`src/design/pmfb_pkg.sv`:
```
`default_nettype none
package pmfb_pkg;

  localparam logic [1:0] MODE_PIXEL = 2'd0;
  localparam logic [1:0] MODE_RECT  = 2'd1;
  localparam logic [1:0] MODE_BLIT  = 2'd2;
  localparam logic [1:0] MODE_READ  = 2'd3;

  // Commands from the controller to the datapath.
  typedef struct packed {
    logic load;
    logic mem_rd;
    logic mem_wr;
    logic advance;
    logic clear_wr;
    logic out_load;
  } cmd_t;

  // Status from the datapath to the controller.
  typedef struct packed {
    logic clear_last;
    logic no_work;
    logic last_byte;
    logic read_mode;
  } status_t;

endpackage
`default_nettype wire

```
`src/design/pmfb_ctrl.sv`:
```
`default_nettype none
module pmfb_ctrl (
  input  wire logic              clk,
  input  wire logic              rst,
  input  wire logic              in_valid,
  output logic                   in_stall,
  output logic                   out_valid,
  input  wire logic              out_stall,
  output pmfb_pkg::cmd_t         cmd,
  input  wire pmfb_pkg::status_t status
);

  typedef enum logic [4:0] {
    S_CLEAR = 5'b00001,
    S_IDLE  = 5'b00010,
    S_RD    = 5'b00100,
    S_WR    = 5'b01000,
    S_DONE  = 5'b10000
  } state_t;

  state_t state, state_next;
  logic   out_free;

  assign out_free = !out_valid || !out_stall;
  assign in_stall = (state != S_IDLE);

  always_comb begin
    state_next = state;
    cmd        = '0;
    case (state)
      S_CLEAR: begin
        cmd.clear_wr = 1'b1;
        if (status.clear_last) begin
          state_next = S_IDLE;
        end
      end
      S_IDLE: begin
        if (in_valid) begin
          cmd.load   = 1'b1;
          state_next = S_RD;
        end
      end
      S_RD: begin
        cmd.mem_rd = 1'b1;
        if (status.read_mode) begin
          state_next = S_DONE;
        end else if (status.no_work) begin
          if (out_free) begin
            cmd.out_load = 1'b1;
            state_next   = S_IDLE;
          end else begin
            state_next = S_DONE;
          end
        end else begin
          state_next = S_WR;
        end
      end
      S_WR: begin
        cmd.mem_wr  = 1'b1;
        cmd.advance = 1'b1;
        if (!status.last_byte) begin
          state_next = S_RD;
        end else if (out_free) begin
          cmd.out_load = 1'b1;
          state_next   = S_IDLE;
        end else begin
          state_next = S_DONE;
        end
      end
      S_DONE: begin
        if (out_free) begin
          cmd.out_load = 1'b1;
          state_next   = S_IDLE;
        end
      end
      default: begin
        state_next = S_IDLE;
      end
    endcase
  end

  always_ff @(posedge clk) begin
    if (rst) begin
      state     <= S_CLEAR;
      out_valid <= 1'b0;
    end else begin
      state <= state_next;
      if (cmd.out_load) begin
        out_valid <= 1'b1;
      end else if (!out_stall) begin
        out_valid <= 1'b0;
      end
    end
  end

endmodule
`default_nettype wire

```
`config.mk`:
```
export PLATFORM = sky130hd
export DESIGN_NAME = pmfb_ctrl
export DESIGN_NICKNAME = d
export VERILOG_FILES = /design/src/design/pmfb_pkg.sv /design/src/design/pmfb_ctrl.sv
export SDC_FILE = /design/constraint.sdc
export NUM_CORES = 1
export LEC_CHECK = 0
export BUFFER_PORTS_ARGS = -buffer_cell sky130_fd_sc_hd__buf_2
export CELL_PAD_IN_SITES_DETAIL_PLACEMENT = 1
export CELL_PAD_IN_SITES_GLOBAL_PLACEMENT = 2
export CORE_MARGIN = 4
export CORE_UTILIZATION = 21
export DETAILED_ROUTE_END_ITERATION = 16
export GPL_TIMING_DRIVEN = 0
export PLACE_DENSITY_LB_ADDON = 0.1
export REMOVE_ABC_BUFFERS = 1
export SLEW_MARGIN = 30
export SYNTH_ARGS = -nofsm -noshare
export SYNTH_HDL_FRONTEND = slang
export SYNTH_SLANG_ARGS = --single-unit
```
`constraint.sdc`:
```
create_clock -name clk -period 1.3 [get_ports clk]
set_input_delay 0.13 -clock clk [delete_from_list [all_inputs] [get_ports clk]]
set_output_delay 0.13 -clock clk [all_outputs]
set_load 0.005 [all_outputs]
```
==> key figures <==
Clocking
  • CTS Buf Count: 3
  • Post-cts hold buffer count: 0
  • H-tree Lvls: 1
  • Worst-path clk slew: 0.05 ns
  • TritonCTS clock tree: yes
  • Skew-Pair Late Insertion Delay: roughly 0.25 ns
  • Clk root buf: clkbuf_4
  • Clk buf depth: 2
  • Clock tree sinks: 6

Synthesis
  • Post-synth top area share: 0.320
  • Ys Warns: 0
  • Mapped Avg Cell Area: 8.73 sq um
  • Post-synthesis async set-or-reset flop share: 0
  • Top post-synthesis cells by count: dfxtp_1, nand2_1, nand3b_1, nand4b_1
  • Most frequent cell after synthesis: dfxtp_1
  • Post-Syn Instances: 43
  • Sequential-to-total area share from yosys stat: 0.320
  • Synth Flop Type: dfxtp_1
  • Post-synth EDFFs: 0
  • Cell variety after synth: 23
  • Synthesized flop and latch total: 6
  • Yosys top cell by area: dfxtp_1
  • Synth Cell Area: 375 sq um
  • Top cells by area, synth: dfxtp_1, nand3b_1, nand4b_1

Pwr
  • Leak: 0.309 nW
  • P per Cell Area: 803 nW/um^2
  • Final Power: roughly 550 uW
  • VDD IR-drop max: 519 uV

Min path
  • Critical hold path startpoint: status[0]
  • Hold Path Class: in -> reg
  • Hold depth: 2

GRT
  • Tot GR Track Use: 0.111
  • Initial antenna violation count: 0
  • Grt total ovfl: 0
  • Largest net degree at the start of global routing: 8
  • Vias in the first global route: 480
  • First-pass GRT wire length: approximately 2100 um

STA
  • Final Hold Slack: 0.0796 ns
  • Tcrit/Tclk final: 1.22
  • Pins Over Slew Limit: 0
  • Clock Skew: 0.0129 ns
  • RSZ-0062 raised after global routing: yes
  • Fmax achieved: 0.629 GHz
  • Rel. slew slack: 0.838
  • # setup viols final: 10
  • Min cycle time layout: 1.59 ns
  • Worst slew pin tran: 0.241 ns
  • Final setup margin: -0.290 ns
  • Hold Violations, Final: 0

Cells and area
  • Finished Layout Cells: 97
  • Final nets: 82
  • Filler Cell Count: 209
  • Ant. Diodes: 0
  • Layout cells sized above 1: 0.639
  • Syn-to-layout area delta: 82.0%
  • Finished Cell Area: 683 sq um

Worst setup path
  • Crit path depth: 5
  • CP required: about 1.2 ns
  • CP Launch Point: state[3]
  • Kind of cell adding the most delay to the critical path: simple AND/OR/NAND/NOR gates
  • CP cell instances: nor4_4 > nand4b_1 > and3_4 > a21oi_2 > buf_2
  • CP Max Fanout: 2
  • CP endpoint kind: output port
  • Largest stage delay on the critical path: between 0.3 and 0.4 ns
  • Setup CP Type: reg -> out
  • Register-to-Register Path Depth: 7
  • CP bufs+invs: 1
  • CP max stage cell: dfxtp_4
  • Startpoint Class: flip-flop
  • Reg2reg start: state[3]
  • Arrival @ worst endpoint: 1.46 ns

Placed design
  • Port Buffers: 15
  • Area of placed instances: 474 sq um
  • Inst Count DP: 82
  • Detailed placer's ending HPWL: 870 um
  • GPL Wtd Cong: 0.698
  • Pre-CTS setup slack: -0.164 ns

Routing
  • Average wire per standard cell: 14.2 um
  • Routed wire length: 1370 um
  • Drt via density: ~4.8
  • Starting DRC count in detailed routing: 7
  • DRC: 0
  • Antenna Nets Post-Route: 0
  • First-pass DRT Iterations: 3
  • Vias after detailed routing: 463

Floorplanning
  • # IOs: 16
  • Die Y: 50.3 um
  • DIE WIDTH: 50.3 um
  • FP Rows: 15
  • Initial core utilization: 0.220
  • Core area: 1710 sq um
  • Die area: 2530 sq um

Flow run
  • Max-cap violations: 0

Run status
  • Status: complete, but fails checks
  • Violated checks: negative setup slack
-- cell type report --
class	count	area, sq um	share of cell area
multi-input cells	33	300	0.440
repair buffers	27	179	0.262
flip-flops and latches	6	134	0.196
well taps	25	31.3	0.0458
clock buffers	3	22.5	0.0330
inverters	3	16.3	0.0238
-- what timing repair did --
action	4_1_cts	5_1_grt
gates resized for setup	14	9
buffers inserted	7	6
gates cloned	0	0
hold endpoints to repair	0	0
endpoints found under the setup margin	10	10
pin swaps	7	10
-- worst paths after layout --
path	endpoint	slack [ns]
setup / recovery	cmd[0]	-0.29
hold reg to reg	out_valid	0.58
setup reg to reg	state[4]	-0.17
hold / removal	state[3]	0.08
-- worst register-to-register path, cell delays in order, from the launching register on --
cell and delay [ns]:
dfxtp_4 0.35, buf_4 0.16, nor3_4 0.13, buf_6 0.14, buf_4 0.10, nand4b_1 0.12, and3_4 0.19, a311oi_2 0.18
-- cell families (layout without fill, tap and decap cells) --
| family | after synthesis | after routing | share of synthesized area |
|---|---|---|---|
| AND/OR/NAND/NOR | 25 | 25 | 0.463 |
| AO/OA/AOI/OAI | 8 | 8 | 0.167 |
| flip-flops | 6 | 6 | 0.320 |
| buffers and inverters | 4 | 33 | 0.0500 |
-- layer usage --
metal  vias up  GRT usage  part of all wire
li1        224          -                 -
met1       224      0.113              0.42
met2        11      0.204              0.49
met3         4     0.0415             0.047
met4         0     0.0369             0.034
met5         -          0                 0
-- metrics by stage --
step,setup TNS [ns],utilization
after floorplan,0,-
after global placement,-0.354,0.278
after detailed placement,-0.283,0.278
after CTS,-0.903,0.348
after global routing,-2.02,0.400
final,-1.09,0.400
-- power breakdown --
| part | switching (mW) | leakage (nW) | internal, mW |
|---|---|---|---|
| Sequential | 0.0259 | 0.0516 | 0.194 |
| Clock | 0.0692 | 0.0138 | 0.105 |
| Combinational | 0.0631 | 0.244 | 0.0918 |
| Total | 0.158 | 0.309 | 0.390 |
-- cell usage in the layout, fill, tap and decap left out, types with 2 or more instances in the layout --
cell type	Yosys	layout
nor3_4	0	2
nand3b_1	4	4
clkbuf_4	0	3
buf_2	0	14
nor2_1	2	2
buf_6	0	3
inv_1	2	2
buf_4	1	10
nand2_1	4	3
dfxtp_4	0	3
dfxtp_2	0	2
nand4b_1	3	3
and3_4	0	2
a31oi_1	2	2
-- registers in the layout (all words and copies together) (netlist names) --
signal     cells
out_valid      1
state          5
(Power assumes the default switching activity.)
